**config.mk**
```make
export PLATFORM = sky130hd
export DESIGN_NAME = dpb_depth
export DESIGN_NICKNAME = d
export VERILOG_FILES = /design/src/hw/rtl/dpb_pkg.sv /design/src/hw/rtl/dpb_depth.sv
export SDC_FILE = /design/constraint.sdc
export NUM_CORES = 1
export LEC_CHECK = 0
export BUFFER_PORTS_ARGS = -buffer_cell sky130_fd_sc_hd__buf_2
export CORE_MARGIN = 3
export CORE_UTILIZATION = 44
export DETAILED_ROUTE_END_ITERATION = 6
export HOLD_SLACK_MARGIN = 0.03
export PLACE_DENSITY = 0.59
export SLEW_MARGIN = 40
export SYNTH_ARGS = -nofsm -noshare
export SYNTH_HDL_FRONTEND = slang
export SYNTH_SLANG_ARGS = --single-unit
```
**constraint.sdc**
```tcl
create_clock -name i_clk -period 7.74 [get_ports i_clk]
set_input_delay 1.161 -clock i_clk [delete_from_list [all_inputs] [get_ports i_clk]]
set_output_delay 1.161 -clock i_clk [all_outputs]
set_load 0.005 [all_outputs]
```
**src/hw/rtl/dpb_pkg.sv**
```systemverilog
// shared widths, register codes, reset values and types for the depth pixel back-projector
`default_nettype none

package dpb_pkg;

    localparam int DepthW   = 16;
    localparam int PixW     = 11;
    localparam int ColorW   = 8;
    localparam int PrincW   = 15;
    localparam int RecipW   = 24;
    localparam int CoordW   = 24;
    localparam int ZW       = 23;
    localparam int FracPixW = 4;

    localparam int ProdW    = DepthW + RecipW;
    localparam int ZShift   = 8;
    localparam int ZRndW    = ProdW + 1 - ZShift;
    localparam int MagW     = PrincW;
    localparam int AW       = MagW + ZW;
    localparam int SplitW   = 19;
    localparam int HiW      = AW - SplitW;
    localparam int PartW    = SplitW + RecipW;
    localparam int MW       = 62;
    localparam int AxisShift = 28;
    localparam int RoundW   = MW + 1 - AxisShift;
    localparam int Stages   = 6;

    localparam int CfgIdxW  = 3;
    localparam int CfgDataW = 24;

    localparam logic [CfgIdxW-1:0] RegPrincX = CfgIdxW'(0);
    localparam logic [CfgIdxW-1:0] RegPrincY = CfgIdxW'(1);
    localparam logic [CfgIdxW-1:0] RegRecipFx = CfgIdxW'(2);
    localparam logic [CfgIdxW-1:0] RegRecipFy = CfgIdxW'(3);
    localparam logic [CfgIdxW-1:0] RegRecipScale = CfgIdxW'(4);

    localparam logic [PrincW-1:0] PrincXReset = PrincW'(5208);
    localparam logic [PrincW-1:0] PrincYReset = PrincW'(4056);
    localparam logic [RecipW-1:0] RecipFxReset = RecipW'(32389);
    localparam logic [RecipW-1:0] RecipFyReset = RecipW'(32326);
    localparam logic [RecipW-1:0] RecipScaleReset = RecipW'(16777);

    localparam logic [ProdW:0]    ZHalf    = (ProdW + 1)'(1) << (ZShift - 1);
    localparam logic [ZRndW-1:0]  ZMax     = ZRndW'((64'd1 << ZW) - 64'd1);
    localparam logic [MW:0]       AxisHalf = (MW + 1)'(1) << (AxisShift - 1);
    localparam logic [RoundW-1:0] PosLimit = RoundW'((64'd1 << (CoordW - 1)) - 64'd1);
    localparam logic [RoundW-1:0] NegLimit = RoundW'(64'd1 << (CoordW - 1));

    typedef struct packed {
        logic [ColorW-1:0] blue;
        logic [ColorW-1:0] green;
        logic [ColorW-1:0] red;
    } t_rgb;

    typedef struct packed {
        logic [PrincW-1:0] princ;
        logic [RecipW-1:0] recip;
    } t_axis_cfg;

endpackage

`default_nettype wire

```
**src/hw/rtl/dpb_depth.sv**
```systemverilog
// depth scaling: two stages, multiply by reciprocal scale then round and saturate
`default_nettype none

module dpb_depth (
    input  wire logic                           i_clk,
    input  wire logic                           i_en,
    input  wire logic [dpb_pkg::DepthW-1:0]     i_depth,
    input  wire logic [dpb_pkg::RecipW-1:0]     i_recip_scale,
    output logic      [dpb_pkg::ZW-1:0]         o_z
);

    logic [dpb_pkg::ProdW-1:0] r_p;
    logic [dpb_pkg::ZW-1:0]    r_z;
    logic [dpb_pkg::ZW-1:0]    n_z;
    logic [dpb_pkg::ProdW:0]   rnd_sum;
    logic [dpb_pkg::ZRndW-1:0] rnd;

    always_comb begin
        rnd_sum = {1'b0, r_p} + dpb_pkg::ZHalf;
        rnd     = rnd_sum[dpb_pkg::ProdW:dpb_pkg::ZShift];
        if (rnd > dpb_pkg::ZMax) begin
            n_z = dpb_pkg::ZMax[dpb_pkg::ZW-1:0];
        end else begin
            n_z = rnd[dpb_pkg::ZW-1:0];
        end
    end

    always_ff @(posedge i_clk) begin
        if (i_en) begin
            r_p <= dpb_pkg::ProdW'(i_depth) * dpb_pkg::ProdW'(i_recip_scale);
            r_z <= n_z;
        end
    end

    assign o_z = r_z;

endmodule

`default_nettype wire

```
==> flow_metrics.tcl <==
set metrics [dict create \
    grt.overflow.total 0 \
    highest_layer "met4" \
    wl_met2_um 18100 \
    cts_num_sinks 56 \
    initial_core_util 0.452 \
    grt_start_max_net_pins 57 \
    cts_max_level 2 \
    final-hold-violation-count 0 \
    crit_fanout 24 \
    die_w_um 188 \
    syn_inst 1577 \
    antenna_found_initial 0 \
    status "finished clean" \
    diodes 0 \
    synth_edf_count 56 \
    syn_nets 2034 \
    synth-seq-cells 56 \
    synth_warnings 0 \
    hold_buffers 0 \
    hold_path.class "flip-flop to flip-flop" \
    post-route-drc-count 0 \
    endpoint_kind "flip-flop" \
    synth_ff_type "edfxtp_1" \
    fp.coreArea_um2 32000 \
    drtAntennaViolNets 0 \
    start_kind "input port" \
    grt.total_usage 0.195 \
    criticalPathCategory "input port to flip-flop" \
    clockBufferDepth 2 \
    drtIter0Drc 519 \
    num_vias 10300 \
    gp_congestion 0.847 \
    grt_pass1_vias 11000 \
    fmax_ghz 0.138 \
    cap_violations 0 \
    rsz0062_at_grt "no" \
    cp_data_required_time_ps 7790 \
    dr.pass1.iters 4 \
    row_count 65 \
    period_share 0.935 \
    place_ws_ps 260 \
    drive_gt1_frac 0.0593 \
    numCtsBuffers 5 \
    wl_met1_um 13300 \
    die_area_um2 35200 \
    skew_ps 8.66 \
    layout_commonest_cell "inv_1" \
    met3_length_um 913 \
    nNetsFinal 2059 \
    setup_viol 0 \
    post-route-util 0.480 \
    routedWlPerCell_um 16.3 \
    synthToLayoutAreaGrowth_pct 6.18 \
    die_h_um 188 \
    fill_cells 3184 \
    routed_wl_um 33200 \
    tightest_slew_ps 714 \
    period_minus_slack_ps 7240 \
    crit_arrival_ps 7280 \
    dp_hpwl_um 27800 \
    viasPerCell 5.04 \
    fin_setup_tns_ps 0 \
    clk_pin_slew_ps 70 \
    final_max_slew_viol_count 0 \
    ys_types 48 \
    post_cts_resize_count 0 \
    synth-seq-area-share 0.116 \
    cts_setup_buffers 0 \
    syn_avg_cell_area_um2 9.19 \
    finalWorstSetupSlack_ps 504 \
    clock_latency_ps 290 \
    ios 65 \
    cts_tree "yes" \
    grt_pass1_wl_um 55700 \
    relSlewSlack 0.524 \
    port-buffer-count 64 \
    cts_root_buf "clkbuf_16" \
    async_flop_share 0 \
    final_cell_mix "inv_1, fa_1, nand2_1" \
    synth.cell_area_um2 14500 \
]
Yosys cell counts (3+ instances only):
library cell | n | area, um^2
and4_1 | 5 | 43.8
fa_1 | 305 | 6110
and3_1 | 10 | 62.6
nor2b_1 | 5 | 31.3
ha_1 | 110 | 1380
a21oi_1 | 36 | 180
o21ai_0 | 21 | 105
nand2_1 | 269 | 1010
xnor2_1 | 30 | 263
nand2b_1 | 4 | 25.0
a31oi_1 | 4 | 25.0
o21bai_1 | 8 | 60.1
xor2_1 | 27 | 236
nand3_1 | 18 | 90.1
nand4_1 | 9 | 56.3
and2_1 | 161 | 1010
edfxtp_1 | 56 | 1680
nor3_1 | 6 | 30.0
a211oi_1 | 3 | 22.5
nor2_1 | 18 | 67.6
clkbuf_1 | 61 | 229
a21o_1 | 17 | 128
o31ai_1 | 3 | 22.5
nor4_1 | 3 | 18.8
inv_1 | 358 | 1340
worst paths after layout:
kind / startpoint / slack [ps] / to / cells past startpoint
worst max-delay path: i_depth[13] / 500 / r_p[34]$_DFFE_PP_ / 21
worst min-delay path: r_p[22]$_DFFE_PP_ / 580 / o_z[14]$_SDFFCE_PN1P_ / 2
worst max register to register: r_p[7]$_DFFE_PP_ / 4810 / o_z[5]$_SDFFCE_PN1P_ / 8
worst min register to register: r_p[22]$_DFFE_PP_ / 580 / o_z[14]$_SDFFCE_PN1P_ / 2
routing by layer:
| metal | vias up | global-route usage |
|---|---|---|
| li1 | 4765 | - |
| met1 | 5286 | 0.243 |
| met2 | 176 | 0.367 |
| met3 | 43 | 0.0181 |
| met4 | 0 | 0.0444 |
| met5 | - | 0 |
logic make-up after synthesis:
family / share of synthesized area
AND/OR/NAND/NOR: 0.174
buffers and inverters: 0.111
adder cells (fa/ha/maj): 0.516
XOR/XNOR: 0.0344
flip-flops: 0.116
AO/OA/AOI/OAI: 0.0480
multiplexers: 0.000777
critical path: stages:
cell      delay (ps)
buf_2            380
nand2_1          150
fa_1             530
fa_1             540
inv_1             50
fa_1             520
fa_1             530
fa_1             550
inv_1             50
fa_1             530
inv_1             40
ha_1             360
a21oi_1          240
o21ai_0          170
nor3b_1          460
a21oi_1          180
a211oi_1         260
buf_4            170
o21ai_0          110
a21oi_1          200
xnor2_1           80
registers in the layout, summed over array words and instances, names as in the netlist:
| name | flops |
|---|---|
| o_z | 23 |
| r_p | 33 |
cell type report:
type | count | area (um^2) | share of cell area
multi-input combinational | 1099 | 11200 | 0.728
sequential | 56 | 1680 | 0.109
inverter | 358 | 1340 | 0.0873
tap | 435 | 544 | 0.0354
timing repair buffer | 82 | 455 | 0.0296
clock buffer | 5 | 125 | 0.00813
clock inverter | 1 | 30.0 | 0.00195
metrics by stage:
stage,cells,hold WS (ps),area (um^2)
finish,2036,581,15400
CTS,2036,598,15400
detailed placement,2030,584,15200
global route,2036,615,15400
global placement,2030,572,15200
floorplan,1577,546,14500
Power is left out: the tool's default activity adds up to more than one toggle a clock period on the data nets, which glitch-free logic cannot reach.
