==> config.mk <==
export PLATFORM = sky130hd
export DESIGN_NAME = dpb_axis
export DESIGN_NICKNAME = d
export VERILOG_FILES = /design/src/hw/rtl/dpb_pkg.sv /design/src/hw/rtl/dpb_axis.sv
export SDC_FILE = /design/constraint.sdc
export NUM_CORES = 2
export LEC_CHECK = 0
export BUFFER_PORTS_ARGS = -buffer_cell sky130_fd_sc_hd__clkbuf_2
export CORE_MARGIN = 8
export CORE_UTILIZATION = 60
export DETAILED_ROUTE_END_ITERATION = 8
export PLACE_DENSITY = 0.83
export SETUP_SLACK_MARGIN = 0.15
export SLEW_MARGIN = 20
export SYNTH_ARGS = -nofsm -noshare
export SYNTH_HDL_FRONTEND = slang
export SYNTH_SLANG_ARGS = --single-unit
==> constraint.sdc <==
create_clock -name i_clk -period 6.4 [get_ports i_clk]
set_clock_uncertainty 0.2 [all_clocks]
set_input_delay 0.32 -clock i_clk [delete_from_list [all_inputs] [get_ports i_clk]]
set_output_delay 0.32 -clock i_clk [all_outputs]
set_load 0.01 [all_outputs]
==> src/hw/rtl/dpb_pkg.sv <==
// shared widths, register codes, reset values and types for the depth pixel back-projector
`default_nettype none

package dpb_pkg;

    localparam int DepthW   = 16;
    localparam int PixW     = 11;
    localparam int ColorW   = 8;
    localparam int PrincW   = 15;
    localparam int RecipW   = 24;
    localparam int CoordW   = 24;
    localparam int ZW       = 23;
    localparam int FracPixW = 4;

    localparam int ProdW    = DepthW + RecipW;
    localparam int ZShift   = 8;
    localparam int ZRndW    = ProdW + 1 - ZShift;
    localparam int MagW     = PrincW;
    localparam int AW       = MagW + ZW;
    localparam int SplitW   = 19;
    localparam int HiW      = AW - SplitW;
    localparam int PartW    = SplitW + RecipW;
    localparam int MW       = 62;
    localparam int AxisShift = 28;
    localparam int RoundW   = MW + 1 - AxisShift;
    localparam int Stages   = 6;

    localparam int CfgIdxW  = 3;
    localparam int CfgDataW = 24;

    localparam logic [CfgIdxW-1:0] RegPrincX = CfgIdxW'(0);
    localparam logic [CfgIdxW-1:0] RegPrincY = CfgIdxW'(1);
    localparam logic [CfgIdxW-1:0] RegRecipFx = CfgIdxW'(2);
    localparam logic [CfgIdxW-1:0] RegRecipFy = CfgIdxW'(3);
    localparam logic [CfgIdxW-1:0] RegRecipScale = CfgIdxW'(4);

    localparam logic [PrincW-1:0] PrincXReset = PrincW'(5208);
    localparam logic [PrincW-1:0] PrincYReset = PrincW'(4056);
    localparam logic [RecipW-1:0] RecipFxReset = RecipW'(32389);
    localparam logic [RecipW-1:0] RecipFyReset = RecipW'(32326);
    localparam logic [RecipW-1:0] RecipScaleReset = RecipW'(16777);

    localparam logic [ProdW:0]    ZHalf    = (ProdW + 1)'(1) << (ZShift - 1);
    localparam logic [ZRndW-1:0]  ZMax     = ZRndW'((64'd1 << ZW) - 64'd1);
    localparam logic [MW:0]       AxisHalf = (MW + 1)'(1) << (AxisShift - 1);
    localparam logic [RoundW-1:0] PosLimit = RoundW'((64'd1 << (CoordW - 1)) - 64'd1);
    localparam logic [RoundW-1:0] NegLimit = RoundW'(64'd1 << (CoordW - 1));

    typedef struct packed {
        logic [ColorW-1:0] blue;
        logic [ColorW-1:0] green;
        logic [ColorW-1:0] red;
    } t_rgb;

    typedef struct packed {
        logic [PrincW-1:0] princ;
        logic [RecipW-1:0] recip;
    } t_axis_cfg;

endpackage

`default_nettype wire

==> src/hw/rtl/dpb_axis.sv <==
// one lateral axis: offset, multiply by depth, split multiply by reciprocal focal, round
`default_nettype none

module dpb_axis (
    input  wire logic                               i_clk,
    input  wire logic                               i_en,
    input  wire logic [dpb_pkg::PixW-1:0]           i_pix,
    input  wire dpb_pkg::t_axis_cfg                 i_cfg,
    input  wire logic [dpb_pkg::ZW-1:0]             i_z,
    output logic signed [dpb_pkg::CoordW-1:0]       o_coord
);

    logic [dpb_pkg::PrincW-1:0]  pos;
    logic                        n_neg;
    logic [dpb_pkg::MagW-1:0]    n_mag;

    logic [dpb_pkg::MagW-1:0]    r_mag1;
    logic [dpb_pkg::MagW-1:0]    r_mag2;
    logic [dpb_pkg::AW-1:0]      r_a3;
    logic [dpb_pkg::PartW-1:0]   r_hi4;
    logic [dpb_pkg::PartW-1:0]   r_lo4;
    logic [dpb_pkg::MW-1:0]      r_m5;
    logic [4:0]                  r_neg;
    logic signed [dpb_pkg::CoordW-1:0] r_coord6;

    logic [dpb_pkg::MW:0]        rnd_sum;
    logic [dpb_pkg::RoundW-1:0]  rnd;
    logic [dpb_pkg::CoordW-1:0]  sat_mag;
    logic signed [dpb_pkg::CoordW-1:0] n_coord;

    always_comb begin
        pos   = {i_pix, dpb_pkg::FracPixW'(0)};
        n_neg = pos < i_cfg.princ;
        if (n_neg) begin
            n_mag = i_cfg.princ - pos;
        end else begin
            n_mag = pos - i_cfg.princ;
        end
    end

    // round half away from zero, then saturate per sign
    always_comb begin
        rnd_sum = {1'b0, r_m5} + dpb_pkg::AxisHalf;
        rnd     = rnd_sum[dpb_pkg::MW:dpb_pkg::AxisShift];
        sat_mag = rnd[dpb_pkg::CoordW-1:0];
        if (r_neg[4]) begin
            if (rnd > dpb_pkg::NegLimit) begin
                sat_mag = dpb_pkg::NegLimit[dpb_pkg::CoordW-1:0];
            end
            n_coord = -$signed(sat_mag);
        end else begin
            if (rnd > dpb_pkg::PosLimit) begin
                sat_mag = dpb_pkg::PosLimit[dpb_pkg::CoordW-1:0];
            end
            n_coord = $signed(sat_mag);
        end
    end

    always_ff @(posedge i_clk) begin
        if (i_en) begin
            r_mag1   <= n_mag;
            r_mag2   <= r_mag1;
            r_a3     <= dpb_pkg::AW'(r_mag2) * dpb_pkg::AW'(i_z);
            r_hi4    <= dpb_pkg::PartW'(r_a3[dpb_pkg::AW-1:dpb_pkg::SplitW])
                        * dpb_pkg::PartW'(i_cfg.recip);
            r_lo4    <= dpb_pkg::PartW'(r_a3[dpb_pkg::SplitW-1:0])
                        * dpb_pkg::PartW'(i_cfg.recip);
            r_m5     <= (dpb_pkg::MW'(r_hi4) << dpb_pkg::SplitW) + dpb_pkg::MW'(r_lo4);
            r_neg    <= {r_neg[3:0], n_neg};
            r_coord6 <= n_coord;
        end
    end

    assign o_coord = r_coord6;

endmodule

`default_nettype wire

==> impl_metrics.toml <==
[floorplanning]
io_pins = 99
die-area_mm2 = 0.0922
start_util = 0.606
dieHeight_um = 304
rows = 105
die_w_um = 304
core_area_mm2 = 0.0820

[logic_synthesis]
synth.distinct_cells = 78
async_reset_ff_frac = 0
synth-edff-count = 199
ys.flop_type = "edfxtp_1"
syn_nets = 6897
syn_area_per_cell_um2 = 9.19
syn_inst = 5404
ys_seq_elements = 199
yosysSeqAreaShare = 0.120
syn_area_mm2 = 0.0497
ys.warnings.count = 0

[place]
numPlacedInstances = 6807
dpl.hpwl_um = 102000
routabilityCongestion = 0.941
portBuffers = 98

[global_routing]
grt_max_degree = 131
grt_pass1_vias = 43954
grt_overflow_total = 0
gr-usage-all-layers = 0.296
antenna_found_initial = 7
grt_first_pass_wirelength_um = 222000

[finish]
syn_to_final_growth_pct = 18.1
layout-drive-gt1-share = 0.191
layoutNonFillerInstCount = 6964
finish.net_count = 7372

[setup_path]
cp-start-kind = "flop"
path_class = "reg2reg"
crit_arrival_ps = 7040
cp-startpoint = "r_mag2[1]"
cp.required_ps = 6470
r2r-start = "r_mag2[1]"
end_kind = "flop"
cp_max_fo = 12

[timing]
hold_viol = 0
setup_viol = 53
period_minus_slack_ps = 6970
worstMarginPinSlew_ps = 940
finalCritPeriodShare = 1.09
final_max_slew_viol_count = 0
fmax_ghz = 0.143
rsz0062_at_grt = "true"
layout_setup_ws_ps = -573
max-slew-margin-rel = 0.373

[detailed_routing]
met2_length_um = 70200
top_layer_used = "met5"
drt-met1-wl_um = 50000
met3_wirelength_um = 16200
ant_nets = 0
wire_per_inst_um = 21.2
drcViolationCount = 0
dr_total_vias = 41088
drt_pass1_iterations = 6
drt-vias-per-instance = 5.90
totalWireLength_um = 148000
drt_iter0_drc = 4408

[clock_tree]
clk_pin_slew_ps = 110
clockBufferDepth = 2
cts_tree = "built"
clock_latency_ps = 540
cts_sinks = 199
cts_root_buf = "clkbuf_16"
cts_max_level = 4
cts_buffers = 17

[worst_hold_path]
min_path_type = "in2reg"
min_from = "i_pix[10]"

[outcome]
status = "finished, violations left"
violations = "setup timing"

[run]
cap_violations = 0
==> per-layer routing <==
metal | GRT usage | up-vias
met5 | 0 | -
met4 | 0.149 | 8
met3 | 0.0600 | 974
met2 | 0.502 | 2949
met1 | 0.359 | 20044
li1 | - | 17113
==> stage by stage <==
step                hold slack [ps]  utilization  setup WS [ps]  TNS, ps  area (um^2)
finish                         87.7        0.715           -573   -14440        58700
global route                    110        0.715           -720   -22290        58700
CTS                            82.0        0.701           -339    -3770        57500
detailed placement              205        0.669           -599   -15710        54900
global placement                204        0.669           -416    -8680        54900
floorplan                       200            -           -102     -102        50000
==> cells by family (layout without fill, tap and decap cells) <==
group / count (synthesis) / in the layout / synth area share
simple gates: 1686 / 1686 / 0.169
buf+inv: 1527 / 2015 / 0.116
fa+ha+maj: 1418 / 1418 / 0.511
compound gates: 401 / 401 / 0.0526
flops: 199 / 199 / 0.120
xor+xnor: 161 / 161 / 0.0284
mux: 12 / 12 / 0.00252
other cells: 0 / 2 / 0
==> cell usage after synthesis, types with 9 or more instances <==
cell type,number,area [um^2]
a22oi_1,10,75.1
o31ai_1,10,75.1
nand2_1,730,2740
fa_1,1017,20400
nor3_1,48,240
xnor2_1,99,867
o21a_1,22,165
o21ai_0,77,385
o21bai_1,12,90.1
a211oi_1,9,67.6
inv_1,1279,4800
ha_1,401,5020
clkbuf_1,235,882
nor2_1,113,424
edfxtp_1,199,5980
nor2b_1,19,119
a31oi_1,19,119
and2_1,623,3900
a21oi_1,113,566
xor2_1,62,543
and3_1,23,144
nor4_1,12,75.1
nand4_1,19,119
a21o_1,49,368
nand3_1,46,230
nand2b_1,23,144
==> cells in the final DEF (no fill, tap or decap), drive strengths merged, types with 6 or more instances in the layout <==
cell / n
a21o: 49
o21bai: 12
a211oi: 9
nor2: 113
and2: 623
o21ai: 80
o21a: 22
ha: 401
inv: 1290
clkinv: 6
nor3: 49
or3: 7
and3: 23
nor2b: 19
xor2: 62
o211ai: 8
a41oi: 6
o31ai: 10
buf: 599
nand2: 731
and4: 7
a22oi: 10
edfxtp: 199
nor4: 14
a31oi: 19
nand2b: 23
xnor2: 99
clkbuf: 116
a21oi: 113
nand4: 20
nand3: 47
mux2i: 8
fa: 1017
==> worst paths after layout <==
path	endpoint	slack (ps)	cells after the start
max	r_a3[31]	-570	24
min	r_mag1[14]	90	3
max reg2reg	r_a3[31]	-570	24
min reg2reg	r_mag2[3]	210	0
==> sequential cells by signal, summed over array words and instances, names as in the netlist <==
register and count:
r_mag1 15, r_m5 35, r_neg 5, r_lo4 24
r_hi4 43, r_a3 38, o_coord 24, r_mag2 15
==> final cells by class <==
| cell class | count | area (um^2) |
|---|---|---|
| sequential | 199 | 5980 |
| fill | 5026 | 23300 |
| clock buffer | 17 | 425 |
| clock inverter | 15 | 240 |
| antenna | 2 | 5.00 |
| tap | 1070 | 1340 |
| inverter | 1281 | 4810 |
| timing repair buffer | 702 | 6040 |
| multi-input combinational | 3678 | 39800 |
==> timing repair <==
item / in CTS / in global routing
hold buffers: 4 / 0
resized for setup: 282 / 246
setup endpoints to repair: 62 / 69
setup buffers: 82 / 34
gates cloned: 3 / 1
pin swaps: 196 / 208
endpoints found under the hold margin: 4 / 0
==> critical path: stages (launching register included) <==
cell	delay, ps
edfxtp_1	440
buf_6	120
buf_6	130
nand2_1	210
fa_1	580
inv_1	70
fa_2	570
fa_1	440
fa_1	500
fa_1	520
inv_1	70
fa_1	520
inv_1	80
ha_4	220
a21o_1	150
a21o_1	160
a21o_1	220
a221oi_4	390
a31oi_4	180
buf_6	160
buf_6	110
o31ai_4	180
nand2b_1	140
a21oi_2	190
xnor2_1	130
Power is left out: the tool's default activity adds up to more than one toggle a clock period on the data nets, which glitch-free logic cannot reach.
